===== config.mk =====
export PLATFORM = sky130hd
export DESIGN_NAME = toy_language_tokenizer
export DESIGN_NICKNAME = d
export VERILOG_FILES = /design/src/hw/rtl/tlt_pkg.sv /design/src/hw/rtl/toy_language_tokenizer.sv /design/src/hw/rtl/tlt_lexer.sv /design/src/hw/rtl/tlt_outq.sv
export SDC_FILE = /design/constraint.sdc
export NUM_CORES = 1
export LEC_CHECK = 0
export BUFFER_PORTS_ARGS = -buffer_cell sky130_fd_sc_hd__buf_2
export CORE_UTILIZATION = 34
export CTS_BUF_LIST = sky130_fd_sc_hd__clkbuf_4
export DETAILED_ROUTE_END_ITERATION = 7
export PLACE_DENSITY = 0.56
export REMOVE_ABC_BUFFERS = 1
export SLEW_MARGIN = 20
export SYNTH_ARGS = -nofsm -noshare
export SYNTH_HDL_FRONTEND = slang
export SYNTH_HIERARCHICAL = 1
export SYNTH_SLANG_ARGS = --single-unit

===== constraint.sdc =====
create_clock -name clk -period 4.89 [get_ports clk]
set_clock_uncertainty 0.1 [all_clocks]
set_input_delay 0.2445 -clock clk [delete_from_list [all_inputs] [get_ports clk]]
set_output_delay 0.2445 -clock clk [all_outputs]
set_load 0.01 [all_outputs]

===== src/hw/rtl/tlt_pkg.sv =====
// ----------------------------------------------------------------------------
// tlt_pkg
// Shared types, token kind codes and character helpers for the tokenizer.
// ----------------------------------------------------------------------------
package tlt_pkg;

	// width of the saturating line counter
	localparam int LINE_WIDTH = 16;

	// number of results one character can cause
	localparam int MAX_RES = 3;

	// token kinds
	localparam logic [3:0] KIND_BYTE    = 4'd0;
	localparam logic [3:0] KIND_ID      = 4'd1;
	localparam logic [3:0] KIND_STR     = 4'd2;
	localparam logic [3:0] KIND_INT     = 4'd3;
	localparam logic [3:0] KIND_PLUS    = 4'd4;
	localparam logic [3:0] KIND_STAR    = 4'd5;
	localparam logic [3:0] KIND_LEFTSQ  = 4'd6;
	localparam logic [3:0] KIND_RIGHTSQ = 4'd7;
	localparam logic [3:0] KIND_PRINT   = 4'd8;
	localparam logic [3:0] KIND_SET     = 4'd9;
	localparam logic [3:0] KIND_SC      = 4'd10;
	localparam logic [3:0] KIND_LPAREN  = 4'd11;
	localparam logic [3:0] KIND_RPAREN  = 4'd12;
	localparam logic [3:0] KIND_DONE    = 4'd13;
	localparam logic [3:0] KIND_ERR     = 4'd14;

	// keyword match position that marks a mismatch
	localparam logic [2:0] MATCH_MISS = 3'd7;
	localparam logic [2:0] PRINT_LEN  = 3'd5;
	localparam logic [2:0] SET_LEN    = 3'd3;

	// characters with special meaning
	localparam logic [7:0] CH_SLASH   = 8'h2F;
	localparam logic [7:0] CH_NEWLINE = 8'h0A;
	localparam logic [7:0] CH_QUOTE   = 8'h22;
	localparam logic [7:0] CH_SEMI    = 8'h3B;
	localparam logic [7:0] CH_PLUS    = 8'h2B;
	localparam logic [7:0] CH_STAR    = 8'h2A;
	localparam logic [7:0] CH_LEFTSQ  = 8'h5B;
	localparam logic [7:0] CH_RIGHTSQ = 8'h5D;
	localparam logic [7:0] CH_LPAREN  = 8'h28;
	localparam logic [7:0] CH_RPAREN  = 8'h29;
	localparam logic [7:0] CH_SPACE   = 8'h20;

	// all results caused by one character
	typedef struct packed {
		logic [1:0]                 count;
		logic [MAX_RES-1:0][3:0]    kind;
		logic [MAX_RES-1:0][7:0]    char_val;
		logic [15:0]                line;
	} bundle_t;

	function automatic logic is_letter(input logic [7:0] c);
		return (c >= 8'h41 && c <= 8'h5A) || (c >= 8'h61 && c <= 8'h7A);
	endfunction

	function automatic logic is_digit(input logic [7:0] c);
		return c >= 8'h30 && c <= 8'h39;
	endfunction

	function automatic logic is_space(input logic [7:0] c);
		return c == CH_SPACE || (c >= 8'h09 && c <= 8'h0D);
	endfunction

	// step the "print" prefix match by one letter
	function automatic logic [2:0] adv_print(input logic [2:0] pos, input logic [7:0] c);
		logic [7:0] want;
		want = 8'h00;
		case (pos)
			3'd0: want = 8'h70;
			3'd1: want = 8'h72;
			3'd2: want = 8'h69;
			3'd3: want = 8'h6E;
			3'd4: want = 8'h74;
			default: want = 8'h00;
		endcase
		if (pos < PRINT_LEN && want == c) begin
			return pos + 3'd1;
		end
		return MATCH_MISS;
	endfunction

	// step the "set" prefix match by one letter
	function automatic logic [2:0] adv_set(input logic [2:0] pos, input logic [7:0] c);
		logic [7:0] want;
		want = 8'h00;
		case (pos)
			3'd0: want = 8'h73;
			3'd1: want = 8'h65;
			3'd2: want = 8'h74;
			default: want = 8'h00;
		endcase
		if (pos < SET_LEN && want == c) begin
			return pos + 3'd1;
		end
		return MATCH_MISS;
	endfunction

endpackage


===== src/hw/rtl/toy_language_tokenizer.sv =====
// ----------------------------------------------------------------------------
// toy_language_tokenizer
// Streaming tokenizer: characters in, lexeme bytes and token kinds out.
// ----------------------------------------------------------------------------
// A character transfer is taken every cycle while the output keeps up. Each
// character is decoded in the cycle it arrives into zero to three results,
// which go as one bundle into a two-entry queue; when the queue was empty, the
// first result is offered on the token port the cycle after the transfer. The
// token port moves one result per transfer, so a character that causes several
// results holds the port for one transfer per result, while characters with no
// result, such as spaces and comment text, cost nothing at the output. New
// characters are taken while earlier results are still being sent.
// The input stalls only while both queue entries are occupied.
module toy_language_tokenizer (
	input  logic        clk,
	input  logic        arst_n,
	input  logic        char_valid,
	output logic        char_stall,
	input  logic [7:0]  char_byte,
	input  logic        end_of_input,
	output logic        tok_valid,
	input  logic        tok_stall,
	output logic [3:0]  result_kind,
	output logic [7:0]  lexeme_char,
	output logic [15:0] line_number,
	output logic        last_of_run
);

	tlt_pkg::bundle_t bundle;
	logic             accept;
	logic             full;

	assign char_stall = full;
	assign accept     = char_valid && !full;

	// character decode and lexer state
	tlt_lexer u_lexer (
		.clk          (clk),
		.arst_n       (arst_n),
		.accept       (accept),
		.char_byte    (char_byte),
		.end_of_input (end_of_input),
		.bundle       (bundle)
	);

	// result queue and serializer
	tlt_outq u_outq (
		.clk         (clk),
		.arst_n      (arst_n),
		.push        (accept && bundle.count != 2'd0),
		.push_bundle (bundle),
		.full        (full),
		.tok_valid   (tok_valid),
		.tok_stall   (tok_stall),
		.result_kind (result_kind),
		.lexeme_char (lexeme_char),
		.line_number (line_number),
		.last_of_run (last_of_run)
	);

endmodule


===== src/hw/rtl/tlt_lexer.sv =====
// ----------------------------------------------------------------------------
// tlt_lexer
// Lexer state and the per-character decode into a bundle of up to three results.
// ----------------------------------------------------------------------------
module tlt_lexer (
	input  logic             clk,
	input  logic             arst_n,
	input  logic             accept,
	input  logic [7:0]       char_byte,
	input  logic             end_of_input,
	output tlt_pkg::bundle_t bundle
);

	typedef enum logic [2:0] {
		MODE_BEGIN,
		MODE_ID,
		MODE_STR,
		MODE_INT,
		MODE_COMMENT,
		MODE_SLASH
	} mode_t;

	mode_t                          mode_q, mode_d;
	logic [2:0]                     pmatch_q, pmatch_d;
	logic [2:0]                     smatch_q, smatch_d;
	logic [tlt_pkg::LINE_WIDTH-1:0] line_q, line_d;
	logic [tlt_pkg::LINE_WIDTH+15:0] line_ext;

	// low 16 bits of the line count, zero-extended when the counter is narrow
	assign line_ext = {16'd0, line_q};

	// decode one character against the current mode
	always_comb begin
		logic [1:0] n;
		logic       rerun;
		n = 2'd0;
		rerun = 1'b0;
		mode_d = mode_q;
		pmatch_d = pmatch_q;
		smatch_d = smatch_q;
		line_d = line_q;
		bundle.kind = '0;
		bundle.char_val = '0;
		bundle.line = line_ext[15:0];

		if (end_of_input) begin
			case (mode_q)
				MODE_ID: begin
					bundle.kind[n] = tlt_pkg::KIND_ID;
					n = n + 2'd1;
				end
				MODE_INT: begin
					bundle.kind[n] = tlt_pkg::KIND_INT;
					n = n + 2'd1;
				end
				MODE_STR, MODE_COMMENT, MODE_SLASH: begin
					bundle.kind[n] = tlt_pkg::KIND_ERR;
					n = n + 2'd1;
				end
				default: ;
			endcase
			bundle.kind[n] = tlt_pkg::KIND_DONE;
			n = n + 2'd1;
			mode_d = MODE_BEGIN;
			pmatch_d = 3'd0;
			smatch_d = 3'd0;
		end else begin
			// mode-specific handling
			case (mode_q)
				MODE_ID: begin
					if (tlt_pkg::is_letter(char_byte)) begin
						bundle.kind[n] = tlt_pkg::KIND_BYTE;
						bundle.char_val[n] = char_byte;
						n = n + 2'd1;
						pmatch_d = tlt_pkg::adv_print(pmatch_q, char_byte);
						smatch_d = tlt_pkg::adv_set(smatch_q, char_byte);
					end else begin
						if (pmatch_q == tlt_pkg::PRINT_LEN) begin
							bundle.kind[n] = tlt_pkg::KIND_PRINT;
						end else if (smatch_q == tlt_pkg::SET_LEN) begin
							bundle.kind[n] = tlt_pkg::KIND_SET;
						end else begin
							bundle.kind[n] = tlt_pkg::KIND_ID;
						end
						n = n + 2'd1;
						mode_d = MODE_BEGIN;
						rerun = 1'b1;
					end
				end
				MODE_STR: begin
					if (char_byte == tlt_pkg::CH_NEWLINE) begin
						bundle.kind[n] = tlt_pkg::KIND_ERR;
						n = n + 2'd1;
						mode_d = MODE_BEGIN;
					end else if (char_byte == tlt_pkg::CH_QUOTE) begin
						bundle.kind[n] = tlt_pkg::KIND_STR;
						n = n + 2'd1;
						mode_d = MODE_BEGIN;
					end else begin
						bundle.kind[n] = tlt_pkg::KIND_BYTE;
						bundle.char_val[n] = char_byte;
						n = n + 2'd1;
					end
				end
				MODE_INT: begin
					if (tlt_pkg::is_digit(char_byte)) begin
						bundle.kind[n] = tlt_pkg::KIND_BYTE;
						bundle.char_val[n] = char_byte;
						n = n + 2'd1;
					end else begin
						bundle.kind[n] = tlt_pkg::KIND_INT;
						n = n + 2'd1;
						mode_d = MODE_BEGIN;
						rerun = 1'b1;
					end
				end
				MODE_COMMENT: begin
					if (char_byte == tlt_pkg::CH_NEWLINE) begin
						mode_d = MODE_BEGIN;
					end
				end
				MODE_SLASH: begin
					if (char_byte == tlt_pkg::CH_SLASH) begin
						mode_d = MODE_COMMENT;
					end else begin
						bundle.kind[n] = tlt_pkg::KIND_ERR;
						n = n + 2'd1;
						mode_d = MODE_BEGIN;
						rerun = 1'b1;
					end
				end
				default: begin
					mode_d = MODE_BEGIN;
					rerun = 1'b1;
				end
			endcase

			// begin-state handling, also for a character that ended a run
			if (rerun) begin
				if (char_byte == tlt_pkg::CH_NEWLINE && line_q != '1) begin
					line_d = line_q + 1'b1;
				end
				if (tlt_pkg::is_space(char_byte)) begin
					// skipped
				end else if (char_byte == tlt_pkg::CH_QUOTE) begin
					mode_d = MODE_STR;
				end else begin
					bundle.kind[n] = tlt_pkg::KIND_BYTE;
					bundle.char_val[n] = char_byte;
					n = n + 2'd1;
					if (tlt_pkg::is_letter(char_byte)) begin
						mode_d = MODE_ID;
						pmatch_d = tlt_pkg::adv_print(3'd0, char_byte);
						smatch_d = tlt_pkg::adv_set(3'd0, char_byte);
					end else if (tlt_pkg::is_digit(char_byte)) begin
						mode_d = MODE_INT;
					end else begin
						case (char_byte)
							tlt_pkg::CH_SLASH:   mode_d = MODE_SLASH;
							tlt_pkg::CH_PLUS:    bundle.kind[n] = tlt_pkg::KIND_PLUS;
							tlt_pkg::CH_STAR:    bundle.kind[n] = tlt_pkg::KIND_STAR;
							tlt_pkg::CH_LEFTSQ:  bundle.kind[n] = tlt_pkg::KIND_LEFTSQ;
							tlt_pkg::CH_RIGHTSQ: bundle.kind[n] = tlt_pkg::KIND_RIGHTSQ;
							tlt_pkg::CH_LPAREN:  bundle.kind[n] = tlt_pkg::KIND_LPAREN;
							tlt_pkg::CH_RPAREN:  bundle.kind[n] = tlt_pkg::KIND_RPAREN;
							tlt_pkg::CH_SEMI:    bundle.kind[n] = tlt_pkg::KIND_SC;
							default:             bundle.kind[n] = tlt_pkg::KIND_ERR;
						endcase
						if (char_byte != tlt_pkg::CH_SLASH) begin
							n = n + 2'd1;
						end
					end
				end
			end
		end
		bundle.count = n;
	end

	// lexer state
	always_ff @(posedge clk or negedge arst_n) begin
		if (!arst_n) begin
			mode_q <= MODE_BEGIN;
			pmatch_q <= 3'd0;
			smatch_q <= 3'd0;
			line_q <= '0;
		end else if (accept) begin
			mode_q <= mode_d;
			pmatch_q <= pmatch_d;
			smatch_q <= smatch_d;
			line_q <= line_d;
		end
	end

endmodule


===== src/hw/rtl/tlt_outq.sv =====
// ----------------------------------------------------------------------------
// tlt_outq
// Two-entry queue of result bundles, drained one result per transfer.
// ----------------------------------------------------------------------------
module tlt_outq (
	input  logic             clk,
	input  logic             arst_n,
	input  logic             push,
	input  tlt_pkg::bundle_t push_bundle,
	output logic             full,
	output logic             tok_valid,
	input  logic             tok_stall,
	output logic [3:0]       result_kind,
	output logic [7:0]       lexeme_char,
	output logic [15:0]      line_number,
	output logic             last_of_run
);

	tlt_pkg::bundle_t entry_q [2];
	logic             wr_ptr_q;
	logic             rd_ptr_q;
	logic [1:0]       fill_q;
	logic [1:0]       idx_q;
	logic             take;
	logic             pop;
	tlt_pkg::bundle_t head;

	assign head        = entry_q[rd_ptr_q];
	assign full        = fill_q == 2'd2;
	assign tok_valid   = fill_q != 2'd0;
	assign result_kind = head.kind[idx_q];
	assign lexeme_char = head.char_val[idx_q];
	assign line_number = head.line;
	assign last_of_run = idx_q == head.count - 2'd1;
	assign take        = tok_valid && !tok_stall;
	assign pop         = take && last_of_run;

	// bundle storage
	always_ff @(posedge clk) begin
		if (push) begin
			entry_q[wr_ptr_q] <= push_bundle;
		end
	end

	// pointers, fill level and position within the head bundle
	always_ff @(posedge clk or negedge arst_n) begin
		if (!arst_n) begin
			wr_ptr_q <= 1'b0;
			rd_ptr_q <= 1'b0;
			fill_q <= 2'd0;
			idx_q <= 2'd0;
		end else begin
			if (push) begin
				wr_ptr_q <= ~wr_ptr_q;
			end
			if (pop) begin
				rd_ptr_q <= ~rd_ptr_q;
				idx_q <= 2'd0;
			end else if (take) begin
				idx_q <= idx_q + 2'd1;
			end
			fill_q <= fill_q + {1'b0, push} - {1'b0, pop};
		end
	end

	// fill level stays within the queue depth
	a_fill_range: assert property (@(posedge clk) disable iff (!arst_n)
		fill_q != 2'd3)
		else $error("bundle queue fill level out of range");

	// no bundle is written over
	a_no_overflow: assert property (@(posedge clk) disable iff (!arst_n)
		push |-> !full)
		else $error("push into a full bundle queue");

	// the head bundle always holds at least one result and the position is inside it
	a_head_sane: assert property (@(posedge clk) disable iff (!arst_n)
		tok_valid |-> (head.count != 2'd0 && idx_q < head.count))
		else $error("head bundle position out of range");

	// a stalled result holds its position in the bundle
	a_idx_hold: assert property (@(posedge clk) disable iff (!arst_n)
		(tok_valid && tok_stall) |=> $stable(idx_q))
		else $error("result position moved during a stall");

endmodule

Word level (Yosys, flattened, before mapping) --
Memory sizes are Yosys's and may differ from the RTL's. Index checks and enable logic that the tools add are counted.
Cells by class: multiplexer cells 133, order comparisons 17, add/sub/neg operators 10, reduce and logical (&&, ||, !) cells 28, bitwise logic cells 32, eq/ne operators 32
Operators by type and width (count):
- two-way mux 8 bit | 23
- two-way mux 36 bit | 3
- two-way mux 3 bit | 35
- case mux 12 bit (8 select lines) | 1
- == test 8 x 6 -> 1 bit, second input constant | 8
- two-way mux 4 bit | 11
- two-way mux 12 bit | 3
- case mux 7 bit (5 select lines) | 1
- == test 8 bit | 4
- two-way mux 1 bit | 28
- bitwise OR 9 bit | 3
- two-way mux 2 bit | 13
- bitwise AND 6 bit | 4
- bitwise mux 24 bit | 1
- demux 4 bit (select 2 bit) | 3
- two-way mux 24 bit | 1
- NOT 6 bit | 4
- bitwise OR 6 bit | 4
- case mux 8 bit (3 select lines) | 1
- case mux 7 bit (3 select lines) | 1
- == test 3 x 2 -> 1 bit, second input constant | 6
- adder 16 x 1 -> 16 bit, second input constant | 1
- binary-select mux 8 bit (select 2 bit) | 1
- demux 8 bit (select 2 bit) | 1
- other kinds (48) | 91
Storage, ports and cells: input port bits 13, output and inout port bits 31, logic and storage cells 261, bits in writable memories 108, memories kept 1, flip-flop bits (word level) 31
Memories:
- u_outq.entry_q | depth 2, bits a word 54, rd ports 1, clocked after memory_dff 0, wr ports 1, line tlt_outq.sv:19 | tlt_pkg::bundle_t entry_q [2];

Depth between registers and ports, before layout --
Gate-level depths: netlist (run 1).
depth in word-level cells 21, mapped depth 13, mapped depth without buffers 12

Hierarchy --
Netlist (run 1), hierarchy kept.
By module, submodules not included:
- tlt_outq | area an instance 4411.7 um^2, cells each 220, seq. area each 3393.3 um^2, instances 1
- tlt_lexer | area an instance 2737.6 um^2, cells each 337, seq. area each 625.6 um^2, instances 1
- toy_language_tokenizer | area an instance 21.3 um^2, cells each 2, seq. area each 0.0 um^2, instances 1

Worst setup path before layout (run 1) --
OpenSTA, ideal clock, no wires.
kind input -> register, start point input port char_byte[3], end point memory u_outq/entry_q[0][0] in the netlist's numbering (enable), buffers on the path 1, slack -407 ps, library setup time 472 ps, stages 11, required time 4318 ps, arrival 4725 ps, cell sequence buf_2 > and4_1 > a21o_1 > a21boi_0 > inv_1 > ha_1 > mux2i_1 > mux2i_1 > a21boi_0 > o21a_1 > nor2b_1
RTL lines:
- start: declaration | line toy_language_tokenizer.sv:19 | input logic [7:0] char_byte,
- end: declaration | line tlt_outq.sv:19

==> results of run 1 <==
## worst paths after layout
check | startpoint | endpoint | slack (ps) | cells past startpoint
worst max-delay path | u_lexer/mode_q[0] | u_outq/entry_q[0][44] | 770 | 10
worst min-delay path | char_valid | u_lexer/mode_q[2] | 40 | 4
worst max register to register | u_lexer/mode_q[0] | u_outq/entry_q[0][44] | 770 | 10
worst min register to register | u_lexer/line_q[15] | u_lexer/line_q[15] | 420 | 1
max in group asynchronous | arst_n | u_outq/rd_ptr_q | 3950 | 2
min in group asynchronous | arst_n | u_outq/idx_q[1] | 200 | 2
## registers in the layout, indices dropped and copies added (netlist names)
register	cells
u_lexer/line_q	16
u_lexer/mode_q	3
u_lexer/pmatch_q	3
u_lexer/smatch_q	3
u_outq/entry_q	108
u_outq/fill_q	2
u_outq/idx_q	2
u_outq/rd_ptr_q	1
u_outq/wr_ptr_q	1
## routing by layer
| layer | GRT usage | wire (um) |
|---|---|---|
| met1 | 0.199 | 7080 |
| met2 | 0.238 | 7390 |
| met3 | 0.0363 | 599 |
| met4 | 0.0505 | 273 |
| met5 | 0 | 0 |
## power groups by stage
stage / sequential [mW] / clock, mW / combinational, mW
finish: 1.77 / 0.683 / 1.43
global route: 1.81 / 0.754 / 1.58
CTS: 1.78 / 0.706 / 1.46
detailed placement: 1.81 / 0 / 1.45
global placement: 1.79 / 0 / 1.44
floorplan: 1.80 / 0 / 0.962
## layout by cell type (no fill, tap or decap), drive strengths merged, types with 5 or more instances in the layout
| master | count |
|---|---|
| ha | 14 |
| dfrtp | 31 |
| inv | 38 |
| mux4 | 12 |
| nor3b | 6 |
| clkinvlp | 5 |
| nor4 | 12 |
| nor3 | 9 |
| o22ai | 13 |
| clkbuf | 17 |
| xor2 | 8 |
| a31oi | 5 |
| nor2b | 9 |
| nand2b | 9 |
| and3 | 7 |
| conb | 8 |
| nand3 | 7 |
| xnor2 | 22 |
| a21oi | 13 |
| edfxtp | 108 |
| nand2 | 33 |
| o21ai | 19 |
| or4 | 5 |
| nor2 | 18 |
| and2 | 10 |
| mux2 | 16 |
| or2 | 6 |
| mux2i | 20 |
| buf | 47 |
| nand4 | 10 |
## worst register-to-register path, stage by stage (launching register included)
cell and delay [ps]:
dfrtp_1 610, or2_2 210, a21boi_0 510, inv_1 300, ha_1 360, mux2i_1 140
mux2i_1 90, a21boi_0 370, o21a_1 250, nor2b_4 540, buf_12 310
## cell families after synthesis
| logic type | count (synthesis) | synth area share |
|---|---|---|
| adders and majority gates | 14 | 0.0244 |
| xor gates and xnor gates | 30 | 0.0387 |
| other | 1 | 0.000523 |
| AOI/OAI and AO/OA | 103 | 0.110 |
| buffers and inverters | 71 | 0.0480 |
| DFF | 139 | 0.560 |
| and+or+nand+nor | 153 | 0.124 |
| muxes | 48 | 0.0946 |
## per-stage QoR
| stage | area [um^2] | hold WS (ps) | utilization | TNS (ps) |
|---|---|---|---|---|
| 2_1_floorplan | 6970 | -151 | - | -17570 |
| 3_3_place_gp | 7580 | 273 | 0.371 | 0 |
| 3_5_place_dp | 7580 | 278 | 0.371 | 0 |
| 4_1_cts | 7860 | 1.87 | 0.385 | 0 |
| 5_1_grt | 7860 | 10.5 | 0.385 | 0 |
| 6_report | 7860 | 41.9 | 0.385 | 0 |
## layout make-up
cell class                      instances  share of cell area
Antenna cell                            1            0.000318
Multi-Input combinational cell        356               0.361
Inverter                               30              0.0143
Timing Repair Buffer                   49              0.0369
Clock buffer                           17              0.0162
Tap cell                              270              0.0430
Sequential cell                       139               0.511
Clock inverter                         15              0.0165
==> qor.yml, run 1 <==
die:
  die_x_um: 147
  dieArea_um2: 21700
  ioPinCount: 44
  start_util: 0.351
  coreArea_um2: 20400
  placementRows: 52
  die_height_um: 147
clocking:
  cts_buffers: 17
  clock-sinks: 139
  clkLatencyLatePin_ps: 560
  postCtsSetupRepairBufs: 0
  cts_resized: 0
  clk_pin_slew_ps: 150
  clockRootBuffer: "clkbuf_4"
  cts_buffer_depth: 2
  htreeDepth: 4
  cts_tree: "done"
  cts_hold_buf: 2
worst_setup_path:
  required_ps: 5030
  crit_type: "flop to flop"
  worstSetupStartpointType: "flop"
  crit_fanout: 38
  cp_top_family: "compound AO/OA/AOI/OAI gates"
  cp_num_buf_inv: 2
  cp_cell_sequence: "or2_2 > a21boi_0 > inv_1 > ha_1 > mux2i_1 > mux2i_1 > a21boi_0 > o21a_1 > nor2b_4 > buf_12"
  critPathSlowestCell: "dfrtp_1"
  crit_path_end_kind: "flop"
  worst_path_largest_cell_delay_ps: 610
  crit_arrival_ps: 4260
yosys:
  yosysTopAreaCell: "edfxtp_1"
  syn_area_um2: 7170
  yosysMostFrequentCell: "edfxtp_1"
  ys_seq_area_frac: 0.560
  yosys.cell_types.count: 83
  yosysWarnings: 6
  synthArstFlopShare: 0.223
  postSynthCellCount: 559
  synth-main-ff-cell: "edfxtp_1"
  synthTopCellsByArea: "edfxtp_1 (45%), dfrtp_1 (11%), mux4_2 (2.8%)"
  synth_edf_count: 108
  synth_top_area_share: 0.452
  synth_area_per_cell_um2: 12.8
  synthTopCellsByCount: "edfxtp_1 (108), nand2_1 (33), dfrtp_1 (31)"
  ys_ff_latch: 139
pwr:
  clkPwrFrac: 0.176
  max-vdd-ir-drop_mv: 0.239
  power_frac_comb: 0.368
  intPower_mw: 2.44
  switching_power_mw: 1.44
  pwr_density_cell_nw_per_um2: 494
  switching_share: 0.372
  leakage_nw: 2.92
  totalPowerFinal_mw: 3.88
  seq_power_share: 0.456
grt:
  grt_max_degree: 39
  grt_use_total: 0.149
  grt_pass1_wl_mm: 24.8
  antenna_found_initial: 1
  grt-ovfl-total: 0
  grt_pass1_vias: 4574
routing:
  ant_nets: 0
  wire_per_inst_um: 17.5
  drt_iter0_drc: 281
  drtPass1Iterations: 5
  drc_errors: 0
  drt_wl_total_mm: 15.3
  via_per_inst: 5.22
  vias: 4579
hold_path:
  hold_path.class: "input pin to flop"
finish:
  nets: 620
  multi_input_area_um2: 2840
  fin_cells: 877
  drive_gt1_frac: 0.223
  regArea_um2: 4020
  syn_to_final_growth_pct: 9.67
  fill_cells: 1988
sta:
  tightest_slew_ps: 949
  fmaxAchievable_mhz: 243
  rsz0062_at_grt: "no"
  relSlewSlack: 0.362
  min_period_over_period: 0.843
  finalCriticalPeriod_ps: 4120
  hold_viol: 0
  finalWorstSetupSlack_ps: 767
  drv_slew: 0
  finalSetupViolations: 0
placement:
  port-buffer-count: 43
  pre_cts_ws_ps: 639
  placed_cells_incl_taps: 842
  post-dp-hpwl_mm: 10.8
  gp_congestion: 0.807
status:
  status: "finished, final reports clean"
flow_run:
  maxCapViolCount: 0
Power figures use the tool's default switching activity.
==> run 2: changes to the inputs <==
- PLACE_DENSITY: 0.56 -> 0.55
- clock period: 4.89 -> 4.2 ns (I/O delays scaled with it)
==> run 2 against run 1 <==
Against the previous run: design area up 1.3%; core utilization increased by 0.50 points; critical path depth increased by 1; via count is 1.6% higher; largest cell class unchanged; largest power group unchanged.
==> qor.yml, run 2 (synthesized netlist as in run 1, its figures left out) <==
placement:
  placed_cells_incl_taps: 850  # +0.95%
  gp_congestion: 0.830  # +2.9%
  post-dp-hpwl_mm: 10.9  # +1.2%
  pre_cts_ws_ps: 385  # -254 ps
  port-buffer-count: 43  # unchanged
finish:
  nets: 630  # +1.6%
  final_cell_mix: "edfxtp_1 (108), buf_2 (43), nand2_1 (33)"
  largest_reg_flops: 108  # unchanged
  regMostFlops: "u_outq/entry_q"
  reg_top3: "u_outq/entry_q x108, u_lexer/line_q x16"
  multi_input_area_um2: 2840  # unchanged
  mostFrequentLayoutCell: "edfxtp_1"
  regArea_um2: 4020  # unchanged
  fin_cells: 887  # +1.1%
  syn_to_final_growth_pct: 11.1
  fill_cells: 2002  # +0.70%
  finish.utilization: 0.390  # +0.00502
  drive_gt1_frac: 0.232  # +0.00937
clocking:
  clk_pin_slew_ps: 130  # -20 ps
  htreeDepth: 4  # unchanged
  clockRootBuffer: "clkbuf_4"
  cts_buffer_depth: 2  # unchanged
  postCtsSetupRepairBufs: 0  # unchanged
  cts_tree: "done"
  clkLatencyLatePin_ps: 540  # -20 ps
  cts_buffers: 17  # unchanged
  clock-sinks: 139  # unchanged
grt:
  grt_use_total: 0.150  # +0.000504
  grt_pass1_wl_mm: 25.0  # +0.92%
  grt-ovfl-total: 0  # unchanged
  grt_max_degree: 42  # +7.7%
  grt_pass1_vias: 4532  # -0.92%
  antenna_found_initial: 1  # unchanged
sta:
  fin_tns_setup_ps: 0  # unchanged
  rsz0062_at_grt: "no"
  tightest_slew_ps: 889  # -60.0 ps
  finalWorstSetupSlack_ps: 379  # -388 ps
  drv_slew: 0  # unchanged
  hold_viol: 0  # unchanged
  finalSetupViolations: 0  # unchanged
  finalCriticalPeriod_ps: 3820
  relSlewSlack: 0.402  # +0.0404
  timing.hold.ws_ps: 64.1  # +22.2 ps
  fmaxAchievable_mhz: 262
  min_period_over_period: 0.910
flow_run:
  maxCapViolCount: 0  # unchanged
routing:
  via_per_inst: 5.24  # +0.41%
  drt_iter0_drc: 300  # +6.8%
  wire_per_inst_um: 17.7  # +1.0%
  wl_met3_um: 615  # +2.7%
  wl_met2_mm: 7.24  # -2.0%
  drc_errors: 0  # unchanged
  top_layer: "met4"
  drtPass1Iterations: 5  # unchanged
  vias: 4650  # +1.6%
  met1_length_mm: 7.53  # +6.4%
  ant_nets: 0  # unchanged
  drt_wl_total_mm: 15.7  # +2.2%
die:
  dieArea_um2: 21700  # unchanged
  coreArea_um2: 20400  # unchanged
  ioPinCount: 44  # unchanged
  die_x_um: 147  # unchanged
  placementRows: 52  # unchanged
  start_util: 0.351  # unchanged
  die_height_um: 147  # unchanged
worst_setup_path:
  worstSetupStartpointType: "input pin"
  crit_type: "input pin to flop"
  required_ps: 4330  # -700 ps
  crit_arrival_ps: 3950  # -310 ps
  crit_fanout: 13  # -66%
  crit_path_end_kind: "flop"
pwr:
  leakage_nw: 3.00  # +2.7%
  pwr_density_cell_nw_per_um2: 583  # +18%
  max-vdd-ir-drop_mv: 0.214  # -11%
hold_path:
  hold_path.class: "input pin to flop"
status:
  status: "finished, final reports clean"
[run 2: cell count changes in the layout (fill, tap and decap cells not counted), sizes merged, moves of 2 or more]
cell | before | now
dlygate4sd3 | 2 | 4
inv | 38 | 33
bufinv | 0 | 2
clkinvlp | 5 | 1
clkinv | 2 | 8
buf | 47 | 55
[run 2: area by class of cell]
type                            count  share of cell area
Clock buffer                       18              0.0170
Antenna cell                        1            0.000314
Clock inverter                     14              0.0182
Timing Repair Buffer               59              0.0465
Sequential cell                   139               0.505
Multi-Input combinational cell    356               0.357
Tap cell                          270              0.0424
Inverter                           30              0.0141
[run 2: final timing paths]
check / startpoint / endpoint / slack [ps] / depth (start not counted)
worst max-delay path: char_byte[7] / u_outq/entry_q[1][2] / 380 / 11
worst min register to register: u_lexer/line_q[15] / u_lexer/line_q[15] / 410 / 1
max in group asynchronous: arst_n / u_outq/rd_ptr_q / 3280 / 2
min in group asynchronous: arst_n / u_lexer/line_q[13] / 180 / 2
worst min-delay path: char_byte[6] / u_outq/entry_q[0][30] / 60 / 2
worst max register to register: u_lexer/mode_q[1] / u_outq/entry_q[1][2] / 410 / 9
[run 2: per-layer routing]
layer	up-vias	GRT usage
met5	-	0
li1	2193	-
met4	0	0.0624
met3	18	0.0273
met1	2309	0.207
met2	130	0.232
[run 2: worst max-delay path, stage by stage]
cell and delay [ps]:
dlygate4sd3_1 530, buf_2 170, nor4b_2 560, a21oi_1 250
a311oi_4 490, a21oi_1 280, mux2i_1 170, a21boi_0 390
o21a_1 260, and2_2 350, buf_4 280
[run 2: repair_timing]
action                    4_1_cts  5_1_grt
hold endpoints to repair       39        0
hold buffers                    4        0
resized for setup               0        0
[run 2: per-stage QoR]
step                total power [mW]  instance area [um^2]
global route                    4.92                  7970
detailed placement              3.83                  7640
finish                          4.64                  7970
global placement                3.80                  7640
CTS                             4.70                  7960
floorplan                       3.21                  6970
[run 2: report_power, final]
| part | switching [mW] | total (mW) | internal, mW |
|---|---|---|---|
| combinational | 0.972 | 1.74 | 0.767 |
| clock | 0.501 | 0.863 | 0.362 |
| sequential | 0.193 | 2.04 | 1.85 |
